$ cat src/rtl/csc_pkg.sv
`timescale 1ns / 1ps

package csc_pkg;

	localparam int VAL_W = 31;
	localparam int LIM_W = 30;
	localparam int RES_W = 2 * VAL_W;
	localparam int STACK_DEPTH_DEF = 1024;
	localparam logic [LIM_W-1:0] LIMIT_RESET = 30'd1000000000;

	typedef enum logic [3:0] {
		FN_START = 4'd0,
		FN_NUM   = 4'd1,
		FN_POP   = 4'd2,
		FN_INV   = 4'd3,
		FN_DUP   = 4'd4,
		FN_SWP   = 4'd5,
		FN_ADD   = 4'd6,
		FN_SUB   = 4'd7,
		FN_MUL   = 4'd8,
		FN_DIV   = 4'd9,
		FN_MOD   = 4'd10,
		FN_END   = 4'd11
	} func_t;

	typedef enum logic [1:0] {
		AS_TOP,
		AS_NEXT,
		AS_BASE
	} addr_sel_t;

	typedef enum logic [2:0] {
		SRC_OPV,
		SRC_RD,
		SRC_NEG_RD,
		SRC_B,
		SRC_R
	} src_t;

	typedef enum logic [2:0] {
		ALU_ADD,
		ALU_SUB,
		ALU_MUL,
		ALU_QUO,
		ALU_REM
	} alu_t;

	typedef struct packed {
		logic      latch;
		logic      clear;
		logic      rd;
		addr_sel_t rd_addr;
		logic      cap_b;
		logic      cap_a;
		logic      push;
		src_t      push_src;
		logic      wr;
		addr_sel_t wr_addr;
		src_t      wr_src;
		logic      pop1;
		logic      pop2;
		logic      set_err;
		logic      alu;
		alu_t      alu_op;
		logic      div_start;
		logic      out_load;
	} cmd_t;

	typedef struct packed {
		logic empty;
		logic lt2;
		logic one;
		logic err;
		logic b_zero;
		logic div_done;
	} stat_t;

endpackage

$ cat src/rtl/csc_ctrl.sv
`timescale 1ns / 1ps

module csc_ctrl (
	input  logic                  clk,
	input  logic                  arst_n,
	input  logic                  req_valid,
	output logic                  req_ready,
	input  logic [3:0]            req_func,
	output logic                  rsp_valid,
	input  logic                  rsp_ready,
	output csc_pkg::cmd_t         cmd,
	input  csc_pkg::stat_t        stat
);
	typedef enum logic [3:0] {
		S_IDLE,
		S_EXEC,
		S_ONE,
		S_RD2,
		S_RD3,
		S_SWP2,
		S_ALU,
		S_DIVGO,
		S_DIVW,
		S_PUSH,
		S_OUT
	} state_t;

	state_t          state_q, state_d;
	csc_pkg::func_t  func_q;
	logic            out_valid_q;
	logic            is_div;

	assign req_ready = (state_q == S_IDLE);
	assign rsp_valid = out_valid_q;
	assign is_div = (func_q == csc_pkg::FN_DIV) || (func_q == csc_pkg::FN_MOD);

	always_comb begin
		cmd = '0;
		cmd.rd_addr = csc_pkg::AS_TOP;
		cmd.wr_addr = csc_pkg::AS_TOP;
		cmd.push_src = csc_pkg::SRC_OPV;
		cmd.wr_src = csc_pkg::SRC_RD;
		cmd.alu_op = csc_pkg::ALU_ADD;
		unique case (func_q)
			csc_pkg::FN_SUB: cmd.alu_op = csc_pkg::ALU_SUB;
			csc_pkg::FN_MUL: cmd.alu_op = csc_pkg::ALU_MUL;
			csc_pkg::FN_DIV: cmd.alu_op = csc_pkg::ALU_QUO;
			csc_pkg::FN_MOD: cmd.alu_op = csc_pkg::ALU_REM;
			default: cmd.alu_op = csc_pkg::ALU_ADD;
		endcase
		state_d = state_q;
		unique case (state_q)
			S_IDLE: begin
				if (req_valid) begin
					cmd.latch = 1'b1;
					state_d = S_EXEC;
				end
			end
			S_EXEC: begin
				state_d = S_IDLE;
				if (func_q == csc_pkg::FN_START) begin
					cmd.clear = 1'b1;
					cmd.push = 1'b1;
				end else if (func_q == csc_pkg::FN_END) begin
					cmd.rd = 1'b1;
					cmd.rd_addr = csc_pkg::AS_BASE;
					state_d = S_OUT;
				end else if (!stat.err) begin
					unique case (func_q)
						csc_pkg::FN_NUM: cmd.push = 1'b1;
						csc_pkg::FN_POP: begin
							cmd.set_err = stat.empty;
							cmd.pop1 = !stat.empty;
						end
						csc_pkg::FN_INV, csc_pkg::FN_DUP: begin
							if (stat.empty) begin
								cmd.set_err = 1'b1;
							end else begin
								cmd.rd = 1'b1;
								state_d = S_ONE;
							end
						end
						csc_pkg::FN_SWP, csc_pkg::FN_ADD, csc_pkg::FN_SUB,
						csc_pkg::FN_MUL, csc_pkg::FN_DIV, csc_pkg::FN_MOD: begin
							if (stat.lt2) begin
								cmd.set_err = 1'b1;
							end else begin
								cmd.rd = 1'b1;
								state_d = S_RD2;
							end
						end
						default: state_d = S_IDLE;
					endcase
				end
			end
			S_ONE: begin
				if (func_q == csc_pkg::FN_INV) begin
					cmd.wr = 1'b1;
					cmd.wr_src = csc_pkg::SRC_NEG_RD;
				end else begin
					cmd.push = 1'b1;
					cmd.push_src = csc_pkg::SRC_RD;
				end
				state_d = S_IDLE;
			end
			S_RD2: begin
				cmd.cap_b = 1'b1;
				cmd.rd = 1'b1;
				cmd.rd_addr = csc_pkg::AS_NEXT;
				state_d = S_RD3;
			end
			S_RD3: begin
				cmd.cap_a = 1'b1;
				if (func_q == csc_pkg::FN_SWP) begin
					cmd.wr = 1'b1;
					state_d = S_SWP2;
				end else begin
					cmd.pop2 = 1'b1;
					if (is_div && stat.b_zero) begin
						cmd.set_err = 1'b1;
						state_d = S_IDLE;
					end else if (is_div) begin
						state_d = S_DIVGO;
					end else begin
						state_d = S_ALU;
					end
				end
			end
			S_SWP2: begin
				cmd.wr = 1'b1;
				cmd.wr_addr = csc_pkg::AS_NEXT;
				cmd.wr_src = csc_pkg::SRC_B;
				state_d = S_IDLE;
			end
			S_ALU: begin
				cmd.alu = 1'b1;
				state_d = S_PUSH;
			end
			S_DIVGO: begin
				cmd.div_start = 1'b1;
				state_d = S_DIVW;
			end
			S_DIVW: begin
				if (stat.div_done) begin
					cmd.alu = 1'b1;
					state_d = S_PUSH;
				end
			end
			S_PUSH: begin
				cmd.push = 1'b1;
				cmd.push_src = csc_pkg::SRC_R;
				state_d = S_IDLE;
			end
			S_OUT: begin
				// hold until the output register is free
				if (!out_valid_q || rsp_ready) begin
					cmd.out_load = 1'b1;
					state_d = S_IDLE;
				end
			end
			default: state_d = S_IDLE;
		endcase
	end

	always_ff @(posedge clk or negedge arst_n) begin
		if (!arst_n) begin
			state_q <= S_IDLE;
			func_q <= csc_pkg::FN_START;
			out_valid_q <= 1'b0;
		end else begin
			state_q <= state_d;
			if (cmd.latch) begin
				func_q <= csc_pkg::func_t'(req_func);
			end
			if (cmd.out_load) begin
				out_valid_q <= 1'b1;
			end else if (rsp_ready) begin
				out_valid_q <= 1'b0;
			end
		end
	end
endmodule

$ cat config.mk
export PLATFORM = sky130hd
export DESIGN_NAME = csc_ctrl
export DESIGN_NICKNAME = d
export VERILOG_FILES = /design/src/rtl/csc_pkg.sv /design/src/rtl/csc_ctrl.sv
export SDC_FILE = /design/constraint.sdc
export NUM_CORES = 1
export LEC_CHECK = 0
export BUFFER_PORTS_ARGS = -buffer_cell sky130_fd_sc_hd__buf_4
export CORE_ASPECT_RATIO = 1.2
export CORE_UTILIZATION = 50
export DETAILED_ROUTE_END_ITERATION = 16
export GPL_ROUTABILITY_DRIVEN = 0
export GPL_TIMING_DRIVEN = 0
export HOLD_SLACK_MARGIN = 0.02
export PLACE_DENSITY = 0.87
export SLEW_MARGIN = 20
export SYNTH_ARGS = -nofsm -noshare
export SYNTH_HDL_FRONTEND = slang
export SYNTH_SLANG_ARGS = --single-unit
$ cat constraint.sdc
create_clock -name clk -period 2.6 [get_ports clk]
set_input_delay 0.39 -clock clk [delete_from_list [all_inputs] [get_ports clk]]
set_output_delay 0.39 -clock clk [all_outputs]
set_load 0.01 [all_outputs]
# Word-level counts from Yosys, hierarchy flattened
# Cells that the tools add are included.
# classes
n_addsub,0
reduce_logical,11
n_div,0
bitwise_logic,0
magnitude_cmp,0
eq_ne,24
shifts,0
n_mux,63
mul,0
# op_table
cell,n
2-to-1 mux 1 bit,36
2-to-1 mux 4 bit,9
"equality test 4 x 3 -> 1 bit, second input constant",8
one-hot mux 4 bit (8 select lines),1
"equality test 4 bit, second input constant",7
one-hot mux 3 bit (2 select lines),3
"equality test 4 x 2 -> 1 bit, second input constant",4
one-hot mux 3 bit (4 select lines),1
2-to-1 mux 2 bit,5
one-hot mux 1 bit (3 select lines),3
"equality test 4 x 1 -> 1 bit, second input constant",2
zero test 4 bit,2
one-hot mux 4 bit (2 select lines),1
"!= test 2 bit, second input constant",3
one-hot mux 1 bit (2 select lines),3
OR reduction 6 bit,1
2-to-1 mux 3 bit,1
AND reduction 3 bit,1
zero test 1 bit,2
logical OR 1 bit,2
nonzero test 2 bit,1
OR reduction 2 bit,1
logical AND 1 bit,1
# totals
regBits,9
ram_bits,0
latchBits,0
mem_bits_ro,0
word_cells,101
n_memories,0
in_bits,14

# Logic depth before layout (Yosys ltp)
# depth
depth_word,7
depth_mapped,5
ltp_nobuf,4

# Worst setup path after synthesis
# OpenSTA, ideal clock, no wires.
# synth_path
kind,register to output
start,reg state_q[3]
end,out cmd[23] (netlist bit)
stages_incl_launch_ff,5
arrival_time_ns,1.532
required_time_ns,2.210
path_slack_ns,0.678
path_cell_list,dfrtp_1 or4b_4 a2111oi_2 o21ai_1 nand3b_1
# synth_lines
element,line_no,source
from (decl),csc_ctrl.sv:28,"state_t state_q, state_d;"
from (signal assigned),csc_ctrl.sv:171,state_q <= state_d;
to (decl),csc_ctrl.sv:11,"output csc_pkg::cmd_t cmd,"

==> results_dict.tcl <==
set metrics [dict create \
    n_fill_cell 140 \
    whs_endpoint "func_q[2]" \
    numCtsBuffers 3 \
    worst-r2r-setup-slack_ns 0.93 \
    async_reset_ff_share_pct 100 \
    criticalPathCategory "register to output port" \
    synth_top_family_by_area "simple AND/OR/NAND/NOR gates" \
    initial_antenna_violation_count 0 \
    global_route.usage.total_pct 27.0 \
    final_net_count 179 \
    layout-drive-gt1-share_pct 31.7 \
    pwr_density_cell_nw_per_um2 962 \
    synth_mux_area_share_pct 5.87 \
    route.detailed.vias_per_inst 5.77 \
    cts_hold_buf 1 \
    layout_commonest_cell "sky130_fd_sc_hd__buf_4" \
    final-max-slew-violation-count 0 \
    post_cts.resized_instances 0 \
    drt_iter0_drc 29 \
    clkTransAtPathRegs_ns 0.05 \
    ys_warn_count 0 \
    dieArea_um2 2010 \
    tightest_slew_margin_relative_to_the_limit_pct 56.2 \
    route.detailed.wl_per_inst_um 12.8 \
    outcome "finished, final reports clean" \
    post-route-drc-count 0 \
    antenna_violating_nets_post_route 0 \
    wire_length_of_the_first_global_routing_pass_mm 3.81 \
    synthXorXnorAreaFrac_pct 0.956 \
    post_synth_instance_area_um2 916 \
    timing.reg2reg.worst_path_depth 4 \
    cells_traversed_along_the_worst_timing_path "or4b_4 > a2111oi_2 > o21ai_1 > nand3b_1 > buf_4" \
    groute.layer.met3.usage_pct 4.57 \
    max_freq_mhz 423 \
    number_of_global_route_vias_before_repair 909 \
    clock_sink_count 9 \
    detailroute.via_count 1051 \
    critical_path_required_ns 2.21 \
    timing.final.crit_share_pct 90.9 \
    max-clock-path-buffers 2 \
    hold_path_depth 2 \
    yosys_reg_bits 9 \
    hold_viol 0 \
    finalSetupViolCount 0 \
    synth-edff-count 0 \
    cp-start-kind "register" \
    clock_insertion_delay_worst_skew_ns 0.26 \
    number_of_standard_cells_after_synthesis 120 \
    crit_start "state_q[3]" \
    core_area_um2 1680 \
    tritoncts "yes" \
    met2_usage_pct 40.6 \
    postCtsSetupRepairBufs 0 \
    crit_end_element "output port" \
    worstReg2RegStart "state_q[3]" \
    chipHeight_um 48.9 \
    use_met1_pct 35.7 \
    yosysSeqAreaShare_pct 24.6 \
    routed_wl_mm 2.33 \
    final-seq-area_um2 225 \
    tightest_slew_ns 0.648 \
    grt.busiest_layer "met2" \
    cpMaxStageDelayCell "sky130_fd_sc_hd__or4b_4" \
    cts.htree.levels 1 \
    launch_instance_of_the_worst_min_delay_path "req_func[2]" \
    layout.cells.most_common_list "sky130_fd_sc_hd__buf_4 (40), sky130_fd_sc_hd__nor2_1 (13), sky130_fd_sc_hd__nand2_1 (10), sky130_fd_sc_hd__dfrtp_1 (9)" \
    port-buffer-count 37 \
    clock-skew-final_ns 0.00154 \
    critical_path.max_stage_delay_ns 0.58 \
    num_rows 16 \
    rsz0062_at_grt "no" \
    power.static_leakage_nw 0.615 \
    synth_area_in_simple_gates_pct 41.9 \
    final_period_minus_worst_setup_slack_ns 2.36 \
    post_synth_fa_ha_maj_area_fraction_pct 0 \
    synth_compound_area_share_pct 18.9 \
    worst_vdd_ir_uv 699 \
    areaGrowthSynthToFinish_pct 37.6 \
    multi_input_area_um2 631 \
    final_area_um2 1260 \
    grt_start_max_net_pins 11 \
    crit_path_max_fanout 6 \
    synthDistinctLibCells 45 \
    total_negative_slack_ns 0 \
    min-delay-path-class "input pin to register" \
    dpl.hpwl_mm 1.88 \
    chipWidth_um 41.1 \
    placed_cell_area_um2 1220 \
    globalRouteOverflowTotal 0 \
    timing.max_cap.violations 0 \
    postSynth.topFlopCell "sky130_fd_sc_hd__dfrtp_1" \
    mean_instance_size_in_the_synthesized_netlist_um2 7.63 \
    initial_core_util_pct 54.5 \
    worstPathArrival_ns 1.97 \
    antenna-diode-count 0 \
    crit-reg2reg-capture "state_q[1]" \
    design.portCount 42 \
    drt_pass1_iterations 4 \
    clock-root-buffer "sky130_fd_sc_hd__clkbuf_4" \
]
[flip-flops by register name, indices dropped and copies added (netlist names)]
register and count:
func_q 4, rsp_valid 1, state_q 4
[metrics by stage]
step | power (mW) | cells | setup slack, ns | util, % | hold slack [ns]
2_1_floorplan | 0.838 | 122 | 0.678 | - | 0.0944
3_3_place_gp | 1.08 | 177 | 0.521 | 72.8 | 0.213
3_5_place_dp | 1.11 | 177 | 0.507 | 72.8 | 0.215
4_1_cts | 1.22 | 182 | 0.223 | 74.9 | 0.335
5_1_grt | 1.33 | 182 | 0.120 | 74.9 | 0.324
6_report | 1.21 | 182 | 0.236 | 74.9 | 0.344
[worst max-delay path, delay by kind of cell, from the launching register on]
family | cells | cell delay (ns)
flops | 1 | 0.43
buf+inv | 1 | 0.12
compound gates | 2 | 0.47
simple gates | 2 | 0.68
[per-layer routing]
metal / vias up / wire length [um]
met3: 6 / 172
met5: - / 0
met2: 52 / 1170
met1: 469 / 939
met4: 0 / 51
li1: 524 / -
[synthesized netlist by cell type (2+ instances only)]
library cell | instances | area share (%)
sky130_fd_sc_hd__mux2i_1 | 2 | 2.2
sky130_fd_sc_hd__nor2_1 | 13 | 5.3
sky130_fd_sc_hd__buf_4 | 3 | 2.5
sky130_fd_sc_hd__a2bb2oi_1 | 2 | 1.9
sky130_fd_sc_hd__o21ai_0 | 2 | 1.1
sky130_fd_sc_hd__a21o_1 | 2 | 1.6
sky130_fd_sc_hd__clkbuf_1 | 4 | 1.6
sky130_fd_sc_hd__nand3b_1 | 4 | 3.3
sky130_fd_sc_hd__nor2b_1 | 4 | 2.7
sky130_fd_sc_hd__mux2_2 | 2 | 2.5
sky130_fd_sc_hd__nand2b_1 | 8 | 5.5
sky130_fd_sc_hd__inv_1 | 3 | 1.2
sky130_fd_sc_hd__dfrtp_1 | 9 | 25
sky130_fd_sc_hd__nor4_1 | 2 | 1.4
sky130_fd_sc_hd__nor3_1 | 8 | 4.4
sky130_fd_sc_hd__nand3_1 | 7 | 3.8
sky130_fd_sc_hd__or3_1 | 2 | 1.4
sky130_fd_sc_hd__a21oi_1 | 5 | 2.7
sky130_fd_sc_hd__buf_2 | 3 | 1.6
sky130_fd_sc_hd__nand2_1 | 10 | 4.1
[report_power, final]
part           internal (mW)  switching (mW)  total [mW]
combinational          0.382           0.467       0.849
clock                 0.0588          0.0431       0.102
sequential             0.195          0.0666       0.261
total                  0.636           0.577        1.21
[worst max-delay path by stage]
stage / to / cells after the start / slack (ns)
2_1_floorplan: cmd[23] / 4 / 0.68
3_3_place_gp: cmd[23] / 5 / 0.52
3_5_place_dp: cmd[23] / 5 / 0.51
4_1_cts: cmd[23] / 5 / 0.22
5_1_grt: cmd[23] / 5 / 0.12
6_report: cmd[23] / 5 / 0.24
[final cells by class]
class                   instances  share of cell area, %
multi-input cells              99                   50.0
plain buffers                  11                   4.47
well taps                      18                   1.79
repair buffers                 38                   22.8
flip-flops and latches          9                   17.9
inverters                       3                  0.894
clock buffers                   4                   2.09
[cell families (layout without fill, tap and decap cells)]
family / count (synthesis) / in the layout
simple gates: 67 / 67
compound gates: 23 / 23
buf+inv: 14 / 56
flops: 9 / 9
mux: 5 / 5
other cells: 1 / 3
xor+xnor: 1 / 1
(Power assumes the default switching activity.)
